### src/rtl/lookahead_peak_limiter_core_assert.svh
// Assertion macros used by the limiter core RTL.
`ifndef LOOKAHEAD_PEAK_LIMITER_CORE_ASSERT_SVH
`define LOOKAHEAD_PEAK_LIMITER_CORE_ASSERT_SVH
`ifndef SYNTH
`define LPL_ASSERT_IMPL(label, clk, rst_n, ante, cons) \
    label: assert property (@(posedge clk) disable iff (!rst_n) (ante) |-> (cons)) \
        else $error("assertion failed");
`define LPL_ASSERT_NEXT(label, clk, rst_n, ante, cons) \
    label: assert property (@(posedge clk) disable iff (!rst_n) (ante) |=> (cons)) \
        else $error("assertion failed");
`else
`define LPL_ASSERT_IMPL(label, clk, rst_n, ante, cons)
`define LPL_ASSERT_NEXT(label, clk, rst_n, ante, cons)
`endif
`endif

### src/rtl/lpl_pkg.sv
`default_nettype none
package lpl_pkg;
    localparam int GAIN_W  = 24;
    localparam int COEFF_W = 24;
    localparam int PRE_W   = 16;
    localparam int DLY_W   = 9;
    localparam logic [GAIN_W-1:0] GAIN_ONE = 24'd8388608;

    typedef enum logic [2:0] {
        REG_PRE_GAIN = 3'd0,
        REG_OUTPUT_GAIN = 3'd1,
        REG_ATTACK = 3'd2,
        REG_RELEASE = 3'd3,
        REG_DELAY = 3'd4
    } t_reg_idx;

    typedef enum logic [3:0] {
        ST_IDLE, ST_CLEAR, ST_DRIVE_L, ST_DRIVE_R, ST_WRITE, ST_TGT_DIV, ST_SMOOTH,
        ST_APPLY_L, ST_APPLY_R, ST_SAFE_DIV, ST_SAFE_WAIT, ST_SAFE_L, ST_SAFE_R, ST_TRIM_L,
        ST_TRIM_R, ST_OUT
    } t_state;

    typedef struct packed {
        logic start;
        logic busy;
    } t_div_ctl;
endpackage
`default_nettype wire

### src/rtl/lpl_recip.sv
`default_nettype none
// Restoring divider: quotient = floor((2^(NUM_W-1) + p/2) / p), one bit per cycle.
module lpl_recip
    import lpl_pkg::*;
#(
    parameter int NUM_W = 47,
    parameter int DEN_W = 29
) (
    input  wire               i_clk,
    input  wire               i_rst_n,
    input  wire               i_start,
    input  wire  [DEN_W-1:0]  i_den,
    output t_div_ctl          o_ctl,
    output logic [GAIN_W-1:0] o_quot
);
    localparam int CNT_W = $clog2(NUM_W + 1);
    localparam int QW = NUM_W + 1;

    logic [QW-1:0] r_num, n_num;
    logic [DEN_W:0] r_rem, n_rem;
    logic [DEN_W-1:0] r_den;
    logic [CNT_W-1:0] r_cnt, n_cnt;
    logic r_busy;
    logic [DEN_W+1:0] w_trial;

    always_comb begin
        w_trial = {r_rem, r_num[QW-1]} - {2'b00, r_den};
        n_num = {r_num[QW-2:0], 1'b0};
        if (!w_trial[DEN_W+1]) begin
            n_rem = w_trial[DEN_W:0];
            n_num[0] = 1'b1;
        end else begin
            n_rem = {r_rem[DEN_W-1:0], r_num[QW-1]};
        end
        n_cnt = r_cnt - 1'b1;
    end

    always_ff @(posedge i_clk) begin
        if (!i_rst_n) begin
            r_busy <= 1'b0;
            r_cnt <= '0;
        end else if (i_start) begin
            r_busy <= 1'b1;
            r_cnt <= CNT_W'(QW);
        end else if (r_busy) begin
            r_cnt <= n_cnt;
            if (n_cnt == '0) begin
                r_busy <= 1'b0;
            end
        end
    end

    always_ff @(posedge i_clk) begin
        if (i_start) begin
            r_den <= i_den;
            r_rem <= '0;
            r_num <= (QW'(1) << (NUM_W - 1)) + QW'(i_den >> 1);
        end else if (r_busy) begin
            r_rem <= n_rem;
            r_num <= n_num;
        end
    end

    assign o_ctl.start = i_start;
    assign o_ctl.busy = r_busy;
    assign o_quot = r_num[GAIN_W-1:0];
endmodule
`default_nettype wire

### config.mk
export PLATFORM = sky130hd
export DESIGN_NAME = lpl_recip
export DESIGN_NICKNAME = d
export VERILOG_FILES = /design/src/rtl/lookahead_peak_limiter_core_assert.svh /design/src/rtl/lpl_pkg.sv /design/src/rtl/lpl_recip.sv
export SDC_FILE = /design/constraint.sdc
export NUM_CORES = 1
export LEC_CHECK = 0
export ABC_AREA = 1
export BUFFER_PORTS_ARGS = -buffer_cell sky130_fd_sc_hd__buf_2
export CAP_MARGIN = 20
export CORE_UTILIZATION = 60
export DETAILED_ROUTE_END_ITERATION = 7
export PLACE_DENSITY = 0.81
export SYNTH_ARGS = -nofsm -noshare
export SYNTH_HDL_FRONTEND = slang
export SYNTH_SLANG_ARGS = --single-unit
### constraint.sdc
create_clock -name i_clk -period 3.6 [get_ports i_clk]
set_input_delay 0.18 -clock i_clk [delete_from_list [all_inputs] [get_ports i_clk]]
set_output_delay 0.18 -clock i_clk [all_outputs]
set_load 0.03 [all_outputs]
==> results of run 1 <==
metrics by stage:
step           std cells  hold slack, ns
2_1_floorplan       1039           0.279
3_3_place_gp        1202           0.370
3_5_place_dp        1202           0.375
4_1_cts             1263          0.0227
5_1_grt             1263          0.0317
6_report            1263          0.0268
cells in the final DEF, fill, tap and decap left out, types with 29 or more instances in the layout:
cell           Yosys  final
edfxtp_1          77     77
nand3_1           62     62
ha_1              31     31
dfxtp_1           37     37
nor2_1            57     55
nand2_1          425    425
dlygate4sd3_1      0     29
inv_1            212    211
buf_2              0     57
power by group through the flow:
stage	combinational (mW)	sequential (mW)	clock, mW
after floorplan	0.323	1.55	0
after global placement	0.397	1.56	0
after detailed placement	0.404	1.56	0
after CTS	0.436	1.54	1.74
after global routing	0.486	1.55	1.81
final	0.442	1.54	1.73
critical path, cell delays in order, from the launching register on:
cell and delay, ns:
edfxtp_1 0.37, ha_1 0.22, fa_1 0.41, inv_1 0.12, nand2_1 0.08, nand3_2 0.10, nand2_1 0.07, nand2_2 0.11
nand2_4 0.07, nand2_4 0.08, nand2_2 0.07, nand2_4 0.30, nand2_1 0.14, nand3_1 0.13, nand2_1 0.06
metal layers:
layer,share of wire [%],GRT usage (%),vias to the layer above
met3,5.6,5.94,38
met4,2.3,11.6,0
li1,-,-,3250
met1,45,38.8,2864
met5,0,0,-
met2,47,48.5,206
area by class of cell:
class / instances / area (um2)
Timing Repair Buffer: 91 / 613
Sequential cell: 114 / 3050
Fill cell: 939 / 3530
Clock buffer: 17 / 425
Clock inverter: 15 / 170
Tap cell: 147 / 184
Multi-Input combinational cell: 664 / 3170
Inverter: 215 / 807
final timing paths:
path,slack (ns),start,to
max reg2reg,1.17,r_den[0]$_DFFE_PP_,r_rem[10]$_SDFFE_PP0P_
max,1.17,r_den[0]$_DFFE_PP_,r_rem[10]$_SDFFE_PP0P_
min reg2reg,0.47,r_rem[1]$_SDFFE_PP0P_,r_rem[1]$_SDFFE_PP0P_
min,0.03,i_rst_n,r_cnt[4]$_SDFFE_PN0P_
logic make-up after synthesis:
family / after synthesis / synth area share, %
compound gates: 29 / 2.32
xor+xnor: 17 / 2.03
fa+ha+maj: 32 / 5.56
buf+inv: 261 / 15.2
flops: 114 / 41.6
simple gates: 586 / 33.3
sequential cells by signal, summed over array words and instances (netlist names):
signal / flops
r_rem: 30
r_cnt: 6
r_busy: 1
r_den: 29
r_num: 48
==> results.md, run 1 <==
* Outcome: completed
* Max Cap Viol at 0
* Clk slew on worst S/H paths at 0.07 ns
* Site Rows at 40
* Area share of the largest cell type after synthesis at 31.5%
* Io pins at 58
* Fin nets at 1,167
* Post-Syn Instances at a little over 1k
* Setup WS post-layout at about 1.2 ns
* Synth cell types at 35
* Synth Flop Type: edfxtp_1
* Leakage at approximately 4.6 nW
* Final Max Tran Viols at 0
* Sequential element share of the synthesized area at a little over two fifths
* H-tree Lvls at 4
* Largest net degree at the start of global routing at 81
* Die ar. at roughly 13,000 um2
* Most frequent cell after synthesis: nand2_1
* Hold Vio Cnt, Final at 0
* Critical path fanouts, max at 31
* Synth Warn # at 0
* Cts bufs inserted at 17
* Post-DP Area at 7540 um2
* Number of nets with antenna violations after routing at 0
* Power Total at approximately 3.7 mW
* Initial antenna violation count at 0
* Synth cell count leaders: 425 x nand2_1, 212 x inv_1, 77 x edfxtp_1, 62 x nand3_1, 57 x nor2_1
* Util after Layout at 70.4%
* Layout area overhead at 14.9%
* Crit end category: flop
* Clock power frac at 46.6%
* Flop and latch count out of synthesis at between 100 and 150
* Syn avg cell area at 7.06 um2
* Comb pwr share at 11.9%
* Drc violations at 0
* Final Skew at ~0.013 ns
* RSZ-0062 raised after global routing: false
* Sw Share at 27.6%
* GPL Wtd Cong at roughly 0.97
* WL per Instance at approximately 14 um
* Hold Path Depth at 3
* Final setup fails at 0
* Initial Utilization at 61.3%
* Seq pwr share at between 40% and 50%
* Clock Tree Buf Depth at 2
* Setup bufs post-CTS at 0
* Final Cycle Share at 67.5%
* CTS tree: built
* Iter 0 DRT Violations at between 400 and 500
* Via Count at 6,358
* Post-route cell area at 8430 um2
* Post-synth ARST share at 0%
* Top post-synthesis cells by area: edfxtp_1 32%, nand2_1 22%, inv_1 11%, dfxtp_1 10%, ha_1 5.3%
* Internal power at 2.68 mW
* Worst skew pair latency at roughly 0.44 ns
* HPWL reported at the end of detailed placement at 11.4 mm
* Hold Path Class: input pin to flop
* P_sw at 1.02 mW
* First-pass iteration count of the detailed router at 5
* Setup TNS after final layout at 0 ns
* Die Width at between 100 and 150 um
* Max transition margin at 33.1%
* Post-place setup slack at 1.25 ns
* Vias in the first global route at 6,176
* CP required at 3.93 ns
* Arrival time worst endpoint at about 2.8 ns
* Peak supply drop at 0.000484 V
* DIE HEIGHT at 113 um
* Gr ovfl total at 0
* Layout cells sized above 1 at 10.9%
* Post-CTS Hold Buffers at 29
* Post-synth EDFFs at 77
* WL final at 17.4 mm
* Number of gates resized after cts at 0
* Number of vias per cell at 5.03
* First-pass GRT wire length at approximately 29 mm
* Syn_nets at 1,103
* Cells on worst reg2reg path at 14
* Mapped cell area at roughly 7300 um2
* CTS Root Cell: clkbuf_16
* Ant. Diodes at 0
* Post-synth top area cell: edfxtp_1
* Post-layout min period at 2.43 ns
* Quantity of I/O buffers inserted on ports at 57
* CP Launch Type: flop
* Sink Count at 114
* Core box area at ~12,000 um2
* PD cells at 440 nW/um2
* GRT Total Usage at 29.7%
* Slew @ Worst Pin at 1.00 ns
* Max frequency at roughly 0.41 GHz
* Setup CP Type: flop to flop
No activity file was read; power rests on OpenSTA's default activity.
==> inputs of run 2 (changes only) <==
- CORE_UTILIZATION: 60 -> 55
- PLACE_DENSITY: 0.81 -> 0.78
- clock period: 3.6 -> 2.2 ns (I/O delays scaled with it)
==> run 2 against run 1 <==
Against the previous run: worst hold slack better by 0.15 ns; power is 71% higher; global-route usage is 2.4 points lower; setup slack worse by 1.1 ns; critical path depth is 2 higher; sequential cell count stayed put; non-clock buffer count is 36 higher; clock power is 75% higher; maximum frequency is 13% higher; final cell count is 4.8% higher; die area is 8.9% higher; critical path type unchanged; largest cell class unchanged.
==> results.md, run 2 (synthesized netlist as in run 1, its figures left out) <==
* Clk slew on worst S/H paths at 0.06 ns (about the same)
* Met3 track demand over resource at 6.69% (+0.75 points)
* Hold Vio Cnt, Final at 0 (unchanged)
* WL final at 17.8 mm (+2.5%)
* Iter 0 DRT Violations at 454 (-0.87%)
* Sink Count at 114 (unchanged)
* Gr ovfl total at 0 (unchanged)
* Power Total at 6.33 mW (+71%)
* Leading cell type in the layout, fill and taps excluded: nand2_1
* Hold Path Class: input pin to flop
* Leakage at 4.78 nW (+4.8%)
* Die Width at 118 um (+4.4%)
* Worst skew pair latency at 0.42 ns (-0.02 ns)
* GRT Total Usage at 27.3% (-2.4 points)
* Initial Utilization at 57.2% (-4.1 points)
* PD cells at 707 nW/um2 (+61%)
* Ant. Diodes at 0 (unchanged)
* HPWL reported at the end of detailed placement at 12.1 mm (+6.3%)
* CP required at 2.51 ns (-1.42 ns)
* Largest net degree at the start of global routing at 49 (-40%)
* Quantity of I/O buffers inserted on ports at 57 (unchanged)
* Max transition margin at 66.2% (+33 points)
* Setup CP Type: flop to flop
* Outcome: completed
* RSZ-0062 raised after global routing: true
* Drc violations at 0 (unchanged)
* Core box area at 12,800 um2 (+7.2%)
* Post-route cell area at 8950 um2 (+6.2%)
* Final setup fails at 0 (unchanged)
* Post-layout min period at 2.14 ns (-0.287 ns)
* Arrival time worst endpoint at 2.46 ns (-0.29 ns)
* Layout cells sized above 1 at 16.1% (+5.1 points)
* Layout fillers at 1,008 (+7.3%)
* Reg area at 3050 um2 (unchanged)
* CP Launch Type: flop
* Initial antenna violation count at 0 (unchanged)
* Most frequent cells in the layout: 412 x nand2_1, 209 x inv_1, 77 x edfxtp_1, 60 x nand3_1, 57 x buf_2
* WL per Instance at 13.5 um (-2.2%)
* Vias in the first global route at 6,411 (+3.8%)
* Site Rows at 41 (+2.5%)
* Io pins at 58 (unchanged)
* Fin nets at 1,203 (+3.1%)
* Layout area overhead at 22.0%
* Final Max Tran Viols at 0 (unchanged)
* Largest regs: r_num: 48 flops, r_rem: 30 flops, r_den: 29 flops
* DIE HEIGHT at 118 um (+4.4%)
* Gr busiest metal: met2
* Max reg flops at 48 (unchanged)
* GPL Wtd Cong at 0.961 (-0.52%)
* Post-place setup slack at -0.00139 ns (-1.25 ns)
* Die ar. at 13,800 um2 (+8.9%)
* Met2 Usage GRT at 43.9% (-4.7 points)
* Met1 global-route usage at 34.6% (-4.2 points)
* Critical path fanouts, max at 19 (-39%)
* CTS tree: built
* Peak supply drop at 0.000589 V (+22%)
* H-tree Lvls at 4 (unchanged)
* Most flops, register: r_num
* First-pass GRT wire length at 29.7 mm (+1.4%)
* Crit end category: flop
* Clock Tree Buf Depth at 2 (unchanged)
* First-pass iteration count of the detailed router at 5 (unchanged)
* Number of nets with antenna violations after routing at 0 (unchanged)
* Final Skew at 0.0105 ns (-0.00275 ns)
* Via Count at 6,523 (+2.6%)
* Slew @ Worst Pin at 0.506 ns (-0.496 ns)
* Final Cycle Share at 97.4% (+30 points)
* Max frequency at 0.467 GHz (+13%)
* Setup WS post-layout at 0.0569 ns (-1.11 ns)
* Post-DP Area at 7880 um2 (+4.4%)
* CTS Root Cell: clkbuf_16
* Multi-input logic area at 3280 um2 (+3.4%)
* Max Cap Viol at 0 (unchanged)
* Number of vias per cell at 4.93 (-2.1%)
* Cts bufs inserted at 17 (unchanged)
-- run 2: layer usage --
metal	wire length [um]	share of wire (%)
met1	7910	44
met2	8260	46
met3	1080	6.1
met4	569	3.2
met5	0	0
-- run 2: path summary, 6_finish.rpt --
path | startpoint | endpoint | slack, ns | cells past startpoint
setup / recovery | r_num[47]$_SDFFCE_PP0P_ | r_rem[12]$_SDFFE_PP0P_ | 0.06 | 16
hold / removal | i_start | r_den[23]$_DFFE_PP_ | 0.18 | 1
setup reg to reg | r_num[47]$_SDFFCE_PP0P_ | r_rem[12]$_SDFFE_PP0P_ | 0.06 | 16
hold reg to reg | r_rem[10]$_SDFFE_PP0P_ | r_rem[10]$_SDFFE_PP0P_ | 0.48 | 2
-- run 2: worst max-delay path, cell delays in order (launching register included) --
cell and delay, ns:
edfxtp_1 0.33, inv_1 0.06, ha_2 0.20, fa_2 0.41
inv_2 0.08, nand2_1 0.06, nand3_2 0.07, nand2_1 0.06
nand2_2 0.09, nand2_4 0.07, nand2_4 0.07, nand2_2 0.06
nand2_4 0.08, buf_12 0.15, nand2_1 0.07, nand3_1 0.09
nand2_1 0.06
-- run 2: per-stage QoR --
| step | hold slack (ns) | utilization [%] | setup TNS (ns) | cells |
|---|---|---|---|---|
| CTS | 0.171 | 68.8 | 0 | 1321 |
| global route | 0.180 | 69.8 | -1.18 | 1324 |
| floorplan | 0.209 | - | 0 | 1039 |
| global placement | 0.301 | 61.4 | 0 | 1259 |
| detailed placement | 0.304 | 61.4 | -0.00139 | 1259 |
| finish | 0.181 | 69.8 | 0 | 1324 |
-- run 2: where the power goes --
| group | switching (mW) | internal [mW] | leakage, nW |
|---|---|---|---|
| Sequential | 0.0582 | 2.46 | 1.08 |
| Clock | 1.02 | 2.01 | 0.305 |
| Combinational | 0.507 | 0.277 | 3.39 |
-- run 2: final cells by class --
type	count	area share [%]
multi-input combinational	664	36.7
sequential	114	34.1
timing repair buffer	127	10.6
inverter	215	9.02
clock buffer	19	4.84
tap	172	2.40
clock inverter	13	2.33
-- run 2: repair_timing --
action / 4_1_cts / 5_1_grt
setup endpoints to repair: 13 / 31
buffers inserted: 0 / 3
gates resized for setup: 2 / 30
pin swaps: 0 / 9
hold buffers: 30 / 0
endpoints found under the hold margin: 54 / 0
==> inputs of run 3 (changes only) <==
- CORE_UTILIZATION: 55 -> 40
- PLACE_DENSITY: 0.78 -> 0.6
- SLEW_MARGIN: unset -> 15
==> run 3 against run 2 <==
Against the previous run: worst hold slack improved by 0.064 ns; critical path depth decreased by 3; clock power shrank 3%; global-route usage is 8.4 points lower; sequential cell count stayed put; register-to-register slack worse by 0.04 ns; setup slack worse by 0.038 ns; via count down 3.2%; power shrank 1.3%; clock skew is 0.0067 ns higher; core utilization shrank 17 points; largest cell class unchanged.
==> results.md, run 3 (synthesized netlist as in run 1, its figures left out) <==
* Outcome: completed
* Setup CP Type: flop to flop
* Critical path fanouts, max at 5 (-14)
* Hold Vio Cnt, Final at 0 (unchanged)
* CP required at 2.35 ns (-0.16 ns)
* H-tree Lvls at 4 (unchanged)
* First-pass iteration count of the detailed router at 5 (unchanged)
* Max Cap Viol at 0 (unchanged)
* Leading cell type in the layout, fill and taps excluded: nand2_1
* Site Rows at 49 (+20%)
* Post-place setup slack at -0.00381 ns (-0.00243 ns)
* Reg area at 3050 um2 (unchanged)
* Drc violations at 0 (unchanged)
* Layout fillers at 1,661 (+65%)
* Fin nets at 1,209 (+0.50%)
* Largest regs: r_num: 48 flops, r_rem: 30 flops, r_den: 29 flops
* Slew @ Worst Pin at 0.414 ns (-0.0920 ns)
* Multi-input logic area at 3540 um2 (+8.0%)
* Initial Utilization at 40.8% (-16 points)
* CTS tree: built
* DIE HEIGHT at 137 um (+17%)
* GPL Wtd Cong at 0.915 (-4.8%)
* Quantity of I/O buffers inserted on ports at 57 (unchanged)
* CTS Root Cell: clkbuf_16
* Final Skew at 0.0172 ns (+0.00670 ns)
* Post-route cell area at 9400 um2 (+5.0%)
* Max transition margin at 72.4% (+6.1 points)
* Final Max Tran Viols at 0 (unchanged)
* Io pins at 58 (unchanged)
* Layout area overhead at 28.1%
* Gr ovfl total at 0 (unchanged)
* Layout cells sized above 1 at 19.8% (+3.7 points)
* Vias in the first global route at 5,813 (-9.3%)
* Max reg flops at 48 (unchanged)
* Crit end category: flop
* Initial antenna violation count at 0 (unchanged)
* Hold WS at 0.245 ns (+0.0636 ns)
* Die ar. at 18,900 um2 (+37%)
* Max frequency at 0.459 GHz (-1.7%)
* Hold Path Class: input pin to flop
* Via Count at 6,314 (-3.2%)
* Most flops, register: r_num
* Final setup fails at 0 (unchanged)
* Largest net degree at the start of global routing at 45 (-8.2%)
* Sink Count at 114 (unchanged)
* Arrival time worst endpoint at 2.33 ns (-0.13 ns)
* Placed Instances at 1,317 (+4.6%)
* Ant. Diodes at 0 (unchanged)
* WL per Instance at 12.7 um (-5.7%)
* Setup TNS after final layout at 0 ns (unchanged)
* Post-DP Area at 7970 um2 (+1.2%)
* Peak supply drop at 0.000553 V (-6.0%)
* Core box area at 18,000 um2 (+40%)
* Number of nets with antenna violations after routing at 0 (unchanged)
* Post-layout min period at 2.18 ns (+0.0377 ns)
* GRT Total Usage at 18.8% (-8.4 points)
* CP Launch Type: flop
* Number of vias per cell at 4.55 (-7.6%)
* Worst reg2reg path startpoint: r_den[0]$_DFFE_PP_
* Power Total at 6.24 mW (-1.3%)
* Clock Tree Buf Depth at 2 (unchanged)
* Iter 0 DRT Violations at 343 (-24%)
* First-pass GRT wire length at 27.4 mm (-7.8%)
* Die Width at 137 um (+17%)
* Clk slew on worst S/H paths at 0.05 ns (about the same)
* Cts bufs inserted at 17 (unchanged)
* PD cells at 664 nW/um2 (-6.0%)
* Post-route insts no fill at 1,387 (+4.8%)
* WL final at 17.6 mm (-1.2%)
* Leakage at 4.86 nW (+1.6%)
* RSZ-0062 raised after global routing: true
* Most frequent cells in the layout: 401 x nand2_1, 200 x inv_1, 77 x edfxtp_1, 57 x buf_2, 54 x nor2_1
* Critical path origin: r_den[0]$_DFFE_PP_
* Setup WS post-layout at 0.0193 ns (-0.0377 ns)
* Worst skew pair latency at 0.42 ns (about the same)
* HPWL reported at the end of detailed placement at 12.2 mm (+0.76%)
* Final Cycle Share at 99.1% (+1.7 points)
* Util after Layout at 52.3% (-17 points)
* Worst hold start: i_start
==> run 3: final timing paths <==
check                                              end  slack (ns)  cells after the start
worst min-delay path             r_rem[9]$_SDFFE_PP0P_        0.25                      4
worst min register to register  r_rem[13]$_SDFFE_PP0P_        0.48                      2
worst max-delay path                r_num[0]$_DFFE_PP_        0.02                     13
worst max register to register      r_num[0]$_DFFE_PP_        0.02                     13
==> run 3: final cells by class <==
class	instances	share of cell area (%)
well taps	229	3.05
inverters	215	8.59
flip-flops and latches	114	32.5
multi-input cells	664	37.7
clock buffers	18	4.57
clock inverters	14	2.16
repair buffers	133	11.4
==> run 3: critical path, cell delays in order, from the launching register on <==
cell and delay [ns]:
edfxtp_1 0.37, ha_2 0.22, fa_2 0.41, inv_2 0.09, nand2_2 0.05, nand3_2 0.07
nand2_2 0.05, nand2_2 0.08, nand2_4 0.09, nand2_4 0.09, nand2_4 0.07, nand2_8 0.14
buf_12 0.13, o21ai_1 0.05
==> run 3: repair_timing <==
item	in CTS	in global routing
pin swaps	0	37
hold buffers	30	0
gates cloned	0	4
endpoints found under the setup margin	1	31
hold endpoints to repair	56	0
buffers inserted	0	4
gates resized for setup	1	75
==> run 3: routing by layer <==
layer	track usage (%)	wire length, um	up-vias
met5	0	0	-
met4	6.47	280	0
met3	3.31	646	24
met2	30.2	8120	104
met1	25.5	8560	2840
li1	-	-	3346
==> run 3: report_power, final <==
part           internal, mW  leakage [nW]  total [mW]  switching (mW)
registers              2.46          1.08        2.51          0.0578
clock network          1.91         0.305        2.93            1.02
logic                 0.302          3.47       0.802           0.500
total                  4.67          4.85        6.24            1.58
